File: src/hdl/psq_pkg.sv
// Shared types and constants for the process state queue manager.
// No dependencies; imported by psq_ctrl, psq_dp and process_state_queue_manager_core.
package psq_pkg;

  // default sizes
  localparam int QUEUE_DEPTH_DEF = 16;
  localparam int ID_BITS_DEF     = 8;
  localparam int MEM_BITS_DEF    = 16;

  // fixed port widths
  localparam int ACTION_W = 3;
  localparam int PID_W    = 8;
  localparam int NEED_W   = 16;
  localparam int PLACE_W  = 2;
  localparam int STATUS_W = 2;
  localparam int COUNT_W  = 5;
  localparam int CFG_W    = 16;

  typedef enum logic [ACTION_W-1:0] {
    ACT_CREATE  = 3'd0,
    ACT_IO_REQ  = 3'd1,
    ACT_IO_FIN  = 3'd2,
    ACT_TIMEOUT = 3'd3,
    ACT_RELEASE = 3'd4,
    ACT_PRELOAD = 3'd5
  } action_t;

  typedef enum logic [PLACE_W-1:0] {
    PLACE_READY   = 2'd0,
    PLACE_BLOCKED = 2'd1,
    PLACE_RUNNING = 2'd2
  } place_t;

  typedef enum logic [STATUS_W-1:0] {
    ST_OK    = 2'd0,
    ST_EMPTY = 2'd1,
    ST_HELD  = 2'd2,
    ST_FULL  = 2'd3
  } status_t;

  typedef enum logic [1:0] {
    S_IDLE = 2'b01,
    S_EXEC = 2'b10
  } state_t;

  // controller -> datapath
  typedef struct packed {
    logic load;    // capture the transaction fields
    logic commit;  // apply the update, present the result
  } psq_cmd_t;

endpackage

File: src/hdl/psq_ram.sv
// Generic single-write, single-read RAM with registered read data.
// No dependencies.
module psq_ram #(
  parameter int WIDTH = 24,
  parameter int DEPTH = 16
) (
  input  logic                     clk,
  input  logic                     wr_en,
  input  logic [$clog2(DEPTH)-1:0] wr_addr,
  input  logic [WIDTH-1:0]         wr_data,
  input  logic [$clog2(DEPTH)-1:0] rd_addr,
  output logic [WIDTH-1:0]         rd_data
);

  logic [WIDTH-1:0] mem [DEPTH];

  always_ff @(posedge clk) begin
    if (wr_en) begin
      mem[wr_addr] <= wr_data;
    end
    rd_data <= mem[rd_addr];
  end

endmodule

File: src/hdl/psq_fifo.sv
// Circular FIFO: head/tail pointers and count around one psq_ram.
// Depends on psq_ram. Head entry is read every cycle; the RAM read data is registered.
module psq_fifo #(
  parameter int WIDTH = 24,
  parameter int DEPTH = 16
) (
  input  logic                       clk,
  input  logic                       rst_n,
  input  logic                       push,
  input  logic [WIDTH-1:0]           push_data,
  input  logic                       pop,
  output logic [WIDTH-1:0]           head_data,
  output logic [$clog2(DEPTH+1)-1:0] count,
  output logic                       full,
  output logic                       empty
);

  localparam int AW = $clog2(DEPTH);
  localparam int CW = $clog2(DEPTH + 1);

  logic [AW-1:0] head_r, head_nxt;
  logic [AW-1:0] tail_r, tail_nxt;
  logic [CW-1:0] count_r, count_nxt;

  function automatic logic [AW-1:0] wrap_inc(input logic [AW-1:0] p);
    return (p == AW'(DEPTH - 1)) ? '0 : p + AW'(1);
  endfunction

  always_comb begin
    head_nxt  = pop  ? wrap_inc(head_r) : head_r;
    tail_nxt  = push ? wrap_inc(tail_r) : tail_r;
    count_nxt = count_r;
    if (push && !pop) begin
      count_nxt = count_r + CW'(1);
    end else if (pop && !push) begin
      count_nxt = count_r - CW'(1);
    end
  end

  always_ff @(posedge clk) begin
    if (!rst_n) begin
      head_r  <= '0;
      tail_r  <= '0;
      count_r <= '0;
    end else begin
      head_r  <= head_nxt;
      tail_r  <= tail_nxt;
      count_r <= count_nxt;
    end
  end

  psq_ram #(
    .WIDTH (WIDTH),
    .DEPTH (DEPTH)
  ) u_ram (
    .clk     (clk),
    .wr_en   (push),
    .wr_addr (tail_r),
    .wr_data (push_data),
    .rd_addr (head_r),
    .rd_data (head_data)
  );

  assign count = count_r;
  assign full  = (count_r == CW'(DEPTH));
  assign empty = (count_r == '0);

endmodule

File: src/hdl/psq_ctrl.sv
// Controller: two-state sequencer that accepts a transaction and commits it.
// Depends on psq_pkg.
module psq_ctrl (
  input  logic              clk,
  input  logic              rst_n,
  input  logic              start,
  output logic              busy,
  output psq_pkg::psq_cmd_t cmd
);

  import psq_pkg::*;

  state_t state_r, state_nxt;

  always_comb begin
    state_nxt = state_r;
    unique case (state_r)
      S_IDLE: begin
        if (start) begin
          state_nxt = S_EXEC;
        end
      end
      S_EXEC: begin
        state_nxt = S_IDLE;
      end
      default: begin
        state_nxt = S_IDLE;
      end
    endcase
  end

  always_ff @(posedge clk) begin
    if (!rst_n) begin
      state_r <= S_IDLE;
    end else begin
      state_r <= state_nxt;
    end
  end

  assign busy       = (state_r == S_EXEC);
  assign cmd.load   = (state_r == S_IDLE) && start;
  assign cmd.commit = (state_r == S_EXEC);

endmodule

File: src/hdl/psq_dp.sv
// Datapath: ready/blocked/waiting FIFOs, running slot, memory accounting,
// budget register and result registers. Depends on psq_pkg and psq_fifo.
module psq_dp #(
  parameter int QUEUE_DEPTH = psq_pkg::QUEUE_DEPTH_DEF,
  parameter int ID_BITS     = psq_pkg::ID_BITS_DEF,
  parameter int MEM_BITS    = psq_pkg::MEM_BITS_DEF
) (
  input  logic                           clk,
  input  logic                           rst_n,
  input  psq_pkg::psq_cmd_t              cmd,
  input  logic [psq_pkg::ACTION_W-1:0]   in_action,
  input  logic [psq_pkg::PID_W-1:0]      in_process_id,
  input  logic [psq_pkg::NEED_W-1:0]     in_memory_need,
  input  logic [psq_pkg::PLACE_W-1:0]    in_initial_place,
  input  logic                           cfg_we,
  input  logic [psq_pkg::CFG_W-1:0]      cfg_data,
  output logic                           out_valid,
  output logic [psq_pkg::STATUS_W-1:0]   out_status,
  output logic                           out_running_valid,
  output logic [psq_pkg::PID_W-1:0]      out_running_id,
  output logic [psq_pkg::COUNT_W-1:0]    out_ready_count,
  output logic [psq_pkg::COUNT_W-1:0]    out_blocked_count,
  output logic [psq_pkg::COUNT_W-1:0]    out_waiting_count,
  output logic [psq_pkg::NEED_W-1:0]     out_memory_in_use
);

  import psq_pkg::*;

  localparam int EW = ID_BITS + MEM_BITS;
  localparam int CW = $clog2(QUEUE_DEPTH + 1);

  // captured transaction
  action_t             act_r;
  place_t              place_r;
  logic [ID_BITS-1:0]  id_r;
  logic [MEM_BITS-1:0] need_r;
  logic [1:0]          place_raw_r;

  logic [ID_BITS+PID_W-1:0]   id_ext;
  logic [MEM_BITS+NEED_W-1:0] need_ext;
  logic [MEM_BITS+CFG_W-1:0]  cfg_ext;

  logic [MEM_BITS-1:0] total_r;
  logic [MEM_BITS-1:0] sum_r, sum_nxt;
  logic                run_v_r, run_v_nxt;
  logic [EW-1:0]       run_e_r, run_e_nxt;
  status_t             status_r, status_nxt;
  logic                out_valid_r;

  // FIFO hookup
  logic          rdy_push, rdy_pop, blk_push, blk_pop, wt_push, wt_pop;
  logic [EW-1:0] rdy_wdata, blk_wdata;
  logic [EW-1:0] rdy_head, blk_head, wt_head;
  logic [CW-1:0] rdy_cnt, blk_cnt, wt_cnt;
  logic          rdy_full, blk_full, wt_full;
  logic          rdy_empty, blk_empty, wt_empty;

  logic [EW-1:0]       new_e;
  logic [MEM_BITS-1:0] run_mem, wt_mem, rel_sum, add_new;
  logic                fit_new, fit_wt;

  function automatic logic fits(input logic [MEM_BITS-1:0] s,
                                input logic [MEM_BITS-1:0] m,
                                input logic [MEM_BITS-1:0] lim);
    return ({1'b0, s} + {1'b0, m}) <= {1'b0, lim};
  endfunction

  function automatic logic [MEM_BITS-1:0] sat_add(input logic [MEM_BITS-1:0] a,
                                                  input logic [MEM_BITS-1:0] b);
    logic [MEM_BITS:0] s;
    s = {1'b0, a} + {1'b0, b};
    return s[MEM_BITS] ? '1 : s[MEM_BITS-1:0];
  endfunction

  assign id_ext   = (ID_BITS + PID_W)'(in_process_id);
  assign need_ext = (MEM_BITS + NEED_W)'(in_memory_need);
  assign cfg_ext  = (MEM_BITS + CFG_W)'(cfg_data);

  always_ff @(posedge clk) begin
    if (cmd.load) begin
      act_r       <= action_t'(in_action);
      place_r     <= place_t'(in_initial_place);
      place_raw_r <= in_initial_place;
      id_r        <= id_ext[ID_BITS-1:0];
      need_r      <= need_ext[MEM_BITS-1:0];
    end
  end

  assign new_e   = {id_r, need_r};
  assign run_mem = run_e_r[MEM_BITS-1:0];
  assign wt_mem  = wt_head[MEM_BITS-1:0];
  assign fit_new = fits(sum_r, need_r, total_r);
  assign add_new = sat_add(sum_r, need_r);
  assign rel_sum = (run_mem > sum_r) ? '0 : sum_r - run_mem;
  assign fit_wt  = fits(rel_sum, wt_mem, total_r);

  always_comb begin
    status_nxt = ST_OK;
    run_v_nxt  = run_v_r;
    run_e_nxt  = run_e_r;
    sum_nxt    = sum_r;
    rdy_push   = 1'b0;
    rdy_pop    = 1'b0;
    rdy_wdata  = new_e;
    blk_push   = 1'b0;
    blk_pop    = 1'b0;
    blk_wdata  = new_e;
    wt_push    = 1'b0;
    wt_pop     = 1'b0;
    unique case (act_r)
      ACT_CREATE: begin
        if (fit_new) begin
          if (rdy_full) begin
            status_nxt = ST_FULL;
          end else begin
            rdy_push = 1'b1;
            sum_nxt  = add_new;
          end
        end else if (wt_full) begin
          status_nxt = ST_FULL;
        end else begin
          wt_push    = 1'b1;
          status_nxt = ST_HELD;
        end
      end
      ACT_IO_REQ: begin
        if (!run_v_r) begin
          status_nxt = ST_EMPTY;
        end else if (blk_full) begin
          status_nxt = ST_FULL;
        end else begin
          blk_push  = 1'b1;
          blk_wdata = run_e_r;
          if (rdy_empty) begin
            run_v_nxt = 1'b0;
          end else begin
            rdy_pop   = 1'b1;
            run_e_nxt = rdy_head;
          end
        end
      end
      ACT_IO_FIN: begin
        if (blk_empty) begin
          status_nxt = ST_EMPTY;
        end else if (rdy_full) begin
          status_nxt = ST_FULL;
        end else begin
          blk_pop   = 1'b1;
          rdy_push  = 1'b1;
          rdy_wdata = blk_head;
        end
      end
      ACT_TIMEOUT: begin
        if (!run_v_r) begin
          status_nxt = ST_EMPTY;
        end else if (rdy_full) begin
          status_nxt = ST_FULL;
        end else if (!rdy_empty) begin
          // empty ready queue: the same process simply keeps running
          rdy_push  = 1'b1;
          rdy_wdata = run_e_r;
          rdy_pop   = 1'b1;
          run_e_nxt = rdy_head;
        end
      end
      ACT_RELEASE: begin
        if (!run_v_r) begin
          status_nxt = ST_EMPTY;
        end else begin
          sum_nxt = rel_sum;
          if (rdy_empty) begin
            run_v_nxt = 1'b0;
          end else begin
            rdy_pop   = 1'b1;
            run_e_nxt = rdy_head;
          end
          // ready always has room here: a full queue was just popped
          if (!wt_empty && fit_wt) begin
            wt_pop    = 1'b1;
            rdy_push  = 1'b1;
            rdy_wdata = wt_head;
            sum_nxt   = rel_sum + wt_mem;
          end
        end
      end
      ACT_PRELOAD: begin
        if (place_raw_r == PLACE_READY) begin
          if (rdy_full) begin
            status_nxt = ST_FULL;
          end else begin
            rdy_push = 1'b1;
            sum_nxt  = add_new;
          end
        end else if (place_r == PLACE_BLOCKED) begin
          if (blk_full) begin
            status_nxt = ST_FULL;
          end else begin
            blk_push = 1'b1;
            sum_nxt  = add_new;
          end
        end else if (place_r == PLACE_RUNNING) begin
          if (run_v_r) begin
            status_nxt = ST_FULL;
          end else begin
            run_v_nxt = 1'b1;
            run_e_nxt = new_e;
            sum_nxt   = add_new;
          end
        end else begin
          status_nxt = ST_FULL;
        end
      end
      default: begin
        status_nxt = ST_OK;
      end
    endcase
  end

  psq_fifo #(.WIDTH(EW), .DEPTH(QUEUE_DEPTH)) u_ready (
    .clk       (clk),
    .rst_n     (rst_n),
    .push      (cmd.commit && rdy_push),
    .push_data (rdy_wdata),
    .pop       (cmd.commit && rdy_pop),
    .head_data (rdy_head),
    .count     (rdy_cnt),
    .full      (rdy_full),
    .empty     (rdy_empty)
  );

  psq_fifo #(.WIDTH(EW), .DEPTH(QUEUE_DEPTH)) u_blocked (
    .clk       (clk),
    .rst_n     (rst_n),
    .push      (cmd.commit && blk_push),
    .push_data (blk_wdata),
    .pop       (cmd.commit && blk_pop),
    .head_data (blk_head),
    .count     (blk_cnt),
    .full      (blk_full),
    .empty     (blk_empty)
  );

  psq_fifo #(.WIDTH(EW), .DEPTH(QUEUE_DEPTH)) u_waiting (
    .clk       (clk),
    .rst_n     (rst_n),
    .push      (cmd.commit && wt_push),
    .push_data (new_e),
    .pop       (cmd.commit && wt_pop),
    .head_data (wt_head),
    .count     (wt_cnt),
    .full      (wt_full),
    .empty     (wt_empty)
  );

  always_ff @(posedge clk) begin
    if (!rst_n) begin
      total_r     <= '0;
      sum_r       <= '0;
      run_v_r     <= 1'b0;
      out_valid_r <= 1'b0;
    end else begin
      if (cfg_we) begin
        total_r <= cfg_ext[MEM_BITS-1:0];
      end
      if (cmd.commit) begin
        sum_r   <= sum_nxt;
        run_v_r <= run_v_nxt;
      end
      out_valid_r <= cmd.commit;
    end
  end

  always_ff @(posedge clk) begin
    if (cmd.commit) begin
      run_e_r  <= run_e_nxt;
      status_r <= status_nxt;
    end
  end

  // result fields come straight from the state committed on the strobe edge
  logic [ID_BITS+PID_W-1:0]    run_id_ext;
  logic [CW+COUNT_W-1:0]       rdy_cnt_ext, blk_cnt_ext, wt_cnt_ext;
  logic [MEM_BITS+NEED_W-1:0]  sum_ext;

  assign run_id_ext  = (ID_BITS + PID_W)'(run_e_r[EW-1:MEM_BITS]);
  assign rdy_cnt_ext = (CW + COUNT_W)'(rdy_cnt);
  assign blk_cnt_ext = (CW + COUNT_W)'(blk_cnt);
  assign wt_cnt_ext  = (CW + COUNT_W)'(wt_cnt);
  assign sum_ext     = (MEM_BITS + NEED_W)'(sum_r);

  assign out_valid         = out_valid_r;
  assign out_status        = status_r;
  assign out_running_valid = run_v_r;
  assign out_running_id    = run_v_r ? run_id_ext[PID_W-1:0] : '0;
  assign out_ready_count   = rdy_cnt_ext[COUNT_W-1:0];
  assign out_blocked_count = blk_cnt_ext[COUNT_W-1:0];
  assign out_waiting_count = wt_cnt_ext[COUNT_W-1:0];
  assign out_memory_in_use = sum_ext[NEED_W-1:0];

endmodule

File: src/hdl/process_state_queue_manager_core.sv
// Process state queue manager: five-state scheduler with memory admission.
// A start is accepted in S_IDLE, where the transaction is loaded; the controller then
// commits it in S_EXEC, and the out_valid strobe is registered from that commit.
// busy is high for the one commit cycle; the next start is taken during the strobe.
// Reset (rst_n low, synchronous): FIFOs empty, running slot empty, memory sum 0,
// budget 0. The result strobe cannot be stalled.
module process_state_queue_manager_core #(
  parameter int QUEUE_DEPTH = psq_pkg::QUEUE_DEPTH_DEF,
  parameter int ID_BITS     = psq_pkg::ID_BITS_DEF,
  parameter int MEM_BITS    = psq_pkg::MEM_BITS_DEF
) (
  input  logic                           clk,
  input  logic                           rst_n,
  input  logic                           start,
  output logic                           busy,
  input  logic [psq_pkg::ACTION_W-1:0]   in_action,
  input  logic [psq_pkg::PID_W-1:0]      in_process_id,
  input  logic [psq_pkg::NEED_W-1:0]     in_memory_need,
  input  logic [psq_pkg::PLACE_W-1:0]    in_initial_place,
  input  logic                           cfg_valid,
  output logic                           cfg_ready,
  input  logic [psq_pkg::CFG_W-1:0]      cfg_data,
  output logic                           out_valid,
  output logic [psq_pkg::STATUS_W-1:0]   out_status,
  output logic                           out_running_valid,
  output logic [psq_pkg::PID_W-1:0]      out_running_id,
  output logic [psq_pkg::COUNT_W-1:0]    out_ready_count,
  output logic [psq_pkg::COUNT_W-1:0]    out_blocked_count,
  output logic [psq_pkg::COUNT_W-1:0]    out_waiting_count,
  output logic [psq_pkg::NEED_W-1:0]     out_memory_in_use
);

  import psq_pkg::*;

  psq_cmd_t cmd;

  assign cfg_ready = 1'b1;

  psq_ctrl u_ctrl (
    .clk   (clk),
    .rst_n (rst_n),
    .start (start),
    .busy  (busy),
    .cmd   (cmd)
  );

  psq_dp #(
    .QUEUE_DEPTH (QUEUE_DEPTH),
    .ID_BITS     (ID_BITS),
    .MEM_BITS    (MEM_BITS)
  ) u_dp (
    .clk               (clk),
    .rst_n             (rst_n),
    .cmd               (cmd),
    .in_action         (in_action),
    .in_process_id     (in_process_id),
    .in_memory_need    (in_memory_need),
    .in_initial_place  (in_initial_place),
    .cfg_we            (cfg_valid && cfg_ready),
    .cfg_data          (cfg_data),
    .out_valid         (out_valid),
    .out_status        (out_status),
    .out_running_valid (out_running_valid),
    .out_running_id    (out_running_id),
    .out_ready_count   (out_ready_count),
    .out_blocked_count (out_blocked_count),
    .out_waiting_count (out_waiting_count),
    .out_memory_in_use (out_memory_in_use)
  );

endmodule
File: config.mk
export PLATFORM = sky130hd
export DESIGN_NAME = process_state_queue_manager_core
export DESIGN_NICKNAME = d
export VERILOG_FILES = /design/src/hdl/psq_pkg.sv /design/src/hdl/psq_ram.sv /design/src/hdl/psq_fifo.sv /design/src/hdl/psq_ctrl.sv /design/src/hdl/psq_dp.sv /design/src/hdl/process_state_queue_manager_core.sv
export SDC_FILE = /design/constraint.sdc
export NUM_CORES = 2
export LEC_CHECK = 0
export BUFFER_PORTS_ARGS = -buffer_cell sky130_fd_sc_hd__buf_2
export CELL_PAD_IN_SITES_DETAIL_PLACEMENT = 0
export CELL_PAD_IN_SITES_GLOBAL_PLACEMENT = 1
export CORE_MARGIN = 4
export CORE_UTILIZATION = 48
export DETAILED_ROUTE_END_ITERATION = 10
export HOLD_SLACK_MARGIN = 0.02
export PLACE_DENSITY_LB_ADDON = 0.1
export SLEW_MARGIN = 5
export SYNTH_ARGS = -nofsm -noshare
export SYNTH_HDL_FRONTEND = slang
export SYNTH_SLANG_ARGS = --single-unit
File: constraint.sdc
create_clock -name clk -period 7.97 [get_ports clk]
set_input_delay 1.594 -clock clk [delete_from_list [all_inputs] [get_ports clk]]
set_output_delay 1.594 -clock clk [all_outputs]
set_load 0.02 [all_outputs]
==> flow_metrics.py <==
metrics = {
    "run_status": {
        "outcome": "finished, final reports clean",
    },
    "setup_path": {
        "worstPathRequired_ns": 8.64,
        "r2r-end": "u_dp.u_ready.count[4]$_SDFFE_PN0P_",
        "critical_path.max_stage_delay_ns": 0.43,
        "path_max_fanout": 5,
        "r2r_cells": 32,
        "r2r-start": "u_dp.run_e_r[0]$_DFFE_PP_",
        "startpoint_type": "flip-flop",
        "worstPathArrival_ns": 8.24,
        "crit_top_cell": "ha_1",
        "crit_type": "flip-flop to flip-flop",
        "worst_setup_path_end_kind": "flip-flop",
        "cp-startpoint": "u_dp.run_e_r[0]$_DFFE_PP_",
        "r2r_slack_ns": 0.40,
        "cpMaxStageDelayCell": "edfxtp_1",
    },
    "floorplanning": {
        "rows": 124,
        "die_area_um2": 120000,
        "dieWidth_um": 347,
        "io_pins": 94,
        "start_util_pct": 48.3,
        "design.core.area_um2": 114000,
        "die_y_um": 347,
    },
    "pwr": {
        "p_int_mw": 11.8,
        "power_frac_clock_pct": 44.4,
        "leakage_nw": 20.5,
        "swShare_pct": 20.5,
        "ir_worst_vdd_v": 0.000182,
        "power.total_mw": 14.8,
        "power_density_nw_per_um2": 236,
        "power.switching_mw": 3.03,
        "p_seq_share_pct": 53.0,
        "p_comb_share_pct": 2.6,
    },
    "yosys": {
        "ys_seq_area_share_pct": 71.1,
        "synth_top_family_by_area": "multiplexers",
        "muxShareOfSynthArea_pct": 16.3,
        "synth-compound-area-share_pct": 4.38,
        "synthTopCellsByCount": "edfxtp_1 (1,207), mux4_2 (360), dfxtp_1 (147)",
        "synth_top_area_cell": "edfxtp_1",
        "yosys.area_share.adder_pct": 2.67,
        "synthXorXnorAreaFrac_pct": 0.874,
        "yosysWarnings": 0,
        "yosysMostFrequentCell": "edfxtp_1",
        "synth.avg_cell_area_um2": 19.3,
        "synth_area_um2": 55100,
        "synth_edf_count": 1207,
        "ys_ff_latch": 1354,
        "yosysTopAreaCellShare_pct": 65.8,
        "syn_nets": 3014,
        "synth_ff_type": "edfxtp_1",
        "synthCells": 2851,
        "synthTopCellsByArea": "edfxtp_1 (66%), mux4_2 (15%), dfxtp_1 (5.3%), ha_1 (2.5%), mux2_2 (1.0%)",
        "synthSimpleGateAreaFrac_pct": 3.06,
        "yosys.cell_types.count": 86,
        "async_flop_share_pct": 0,
    },
    "sta": {
        "fin_worst_skew_ns": 0.0245,
        "fin_crit_sh_pct": 94.9,
        "fin_crit_ns": 7.57,
        "clock.fmax_ghz": 0.132,
        "slew_viol_final": 0,
        "setup_tns_ns": 0,
        "relSlewSlack_pct": 22.0,
        "setup_viol": 0,
        "hold_viol": 0,
        "tightestPinTransition_ns": 1.17,
    },
    "global_routing": {
        "grt_max_degree": 72,
        "gr-total-overflow": 0,
        "antenna_found_initial": 9,
        "grt_pass1_vias": 29200,
        "grt_pass1_wl_um": 215000,
        "grt_usage_pct": 25.2,
    },
    "clock_tree": {
        "cts_buffer_depth": 3,
        "numCtsBuffers": 142,
        "ctsRootBufferMaster": "clkbuf_16",
        "clk_latency_ns": 0.74,
        "htreeDepth": 4,
        "postCtsHoldBufs": 0,
        "path_clk_slew_ns": 0.07,
        "cts_tree": "built",
        "cts.sinks": 1354,
    },
    "run": {
        "maxCapViolCount": 0,
    },
    "placed_design": {
        "placed_cells": 4434,
        "gp_congestion": 0.912,
        "hpwl_um": 92700,
        "portBuffers": 92,
        "dpl-instance-area_um2": 57900,
    },
    "layout": {
        "final_cells": 4697,
        "final_area_um2": 62700,
        "nets": 3232,
        "area_delta_synth_final_pct": 13.7,
        "drive_gt1_share_pct": 27.7,
    },
    "min_path": {
        "hold_path_end": "u_dp.total_r[11]$_SDFFE_PN0P_",
        "hold_start": "u_dp.total_r[11]$_SDFFE_PN0P_",
        "hold_path_class": "flip-flop to flip-flop",
        "min_path_cells": 2,
    },
    "routing": {
        "drt-pass1-iter-count": 8,
        "wl_per_cell_um": 32.3,
        "route.detailed.drc": 0,
        "num_vias": 28900,
        "drt_iter0_drc": 3249,
        "ant_nets": 0,
        "routed_via_density": 6.16,
        "routed_wl_um": 152000,
    },
}
flip-flops by register name, indices dropped and copies added (netlist names), 5 cells and up:
signal,cells
u_dp.total_r,16
u_dp.u_ready.u_ram.rd_data,24
u_dp.u_waiting.count,5
u_dp.u_blocked.u_ram.rd_data,24
u_dp.out_memory_in_use,16
u_dp.u_waiting.u_ram.rd_data,24
u_dp.u_blocked.count,5
u_dp.id_r,8
u_dp.u_ready.count,5
u_dp.u_ready.u_ram.mem,384
u_dp.run_e_r,24
u_dp.need_r,16
u_dp.u_waiting.u_ram.mem,384
u_dp.u_blocked.u_ram.mem,384
layout by cell type (no fill, tap or decap), types with 13 or more instances in the layout:
cell / count
edfxtp_1: 1207
mux4_2: 360
clkbuf_16: 144
dfxtp_1: 138
buf_4: 111
ha_1: 108
inv_1: 92
buf_2: 92
a21oi_1: 91
nor2_1: 87
nand2_1: 58
mux2_2: 49
clkbuf_1: 45
o21ai_0: 41
and3_1: 33
mux2i_1: 32
and2_1: 29
xnor2_1: 28
xor2_1: 27
a221o_1: 26
a222oi_1: 24
nor2b_1: 21
o21a_1: 20
a31oi_1: 20
clkinv_2: 19
nand3_1: 18
a21o_1: 17
nand4_1: 15
nor2_2: 14
clkinv_1: 13
clkbuf_8: 13
worst max-delay path by stage:
stage | to | slack, ns | cells after the start
floorplan | u_dp.u_ready.count[4]$_SDFFE_PN0P_ | 0.60 | 35
global placement | u_dp.u_ready.count[4]$_SDFFE_PN0P_ | 0.28 | 32
detailed placement | u_dp.u_ready.count[4]$_SDFFE_PN0P_ | 0.04 | 32
CTS | u_dp.u_ready.count[4]$_SDFFE_PN0P_ | 0.06 | 32
global route | u_dp.u_ready.count[4]$_SDFFE_PN0P_ | -0.009 | 32
finish | u_dp.u_ready.count[4]$_SDFFE_PN0P_ | 0.40 | 32
metrics by stage:
step | setup slack [ns] | hold slack, ns | util (%)
after floorplan | 0.604 | 0.435 | -
final | 0.404 | 0.493 | 54.9
after global placement | 0.283 | 0.476 | 50.7
after global routing | -0.00857 | 0.516 | 54.9
after CTS | 0.0578 | 0.495 | 54.8
after detailed placement | 0.0426 | 0.483 | 50.7
layout make-up:
type | instances | area, um^2
Timing Repair Buffer | 206 | 1350
Clock buffer | 202 | 3950
Clock inverter | 57 | 691
Tap cell | 1512 | 1890
Antenna cell | 1 | 2.50
Multi-Input combinational cell | 1270 | 15200
Inverter | 95 | 357
Fill cell | 8779 | 51500
Sequential cell | 1354 | 39200
power by group through the flow:
stage	sequential [mW]	clock, mW	combinational, mW
after CTS	7.83	6.70	0.382
after global routing	7.82	7.01	0.416
after floorplan	7.97	0	0.195
after global placement	7.98	0	0.362
final	7.83	6.57	0.385
after detailed placement	7.98	0	0.381
timing repair:
action,CTS,global route
setup buffers,0,3
endpoints found under the setup margin,1,389
endpoints found under the hold margin,0,0
pin swaps,0,6
resized for setup,1,17
critical path, delay by kind of cell (launching register included):
kind                       cells  cell delay [ns]
AOI/OAI and AO/OA             18             3.85
xor gates and xnor gates       2             0.30
adders and majority gates      6             1.88
buffers and inverters          4             0.52
DFF                            1             0.43
and+or+nand+nor                2             0.51
metal layers:
layer	wire length, um	share of wire [%]	GRT usage (%)	vias to the layer above
met1	62000	41	34.8	15400
met4	3850	2.5	7.01	4
met3	11000	7.3	5.08	193
met2	74900	49	41.2	1140
met5	22	0.014	0	-
li1	-	-	-	12200
cell families after synthesis:
family / count (synthesis)
buf+inv: 227
other cells: 1
xor+xnor: 55
flops: 1354
simple gates: 329
compound gates: 330
fa+ha+maj: 114
mux: 441
Note: power is estimated with default switching activity, not from simulation.
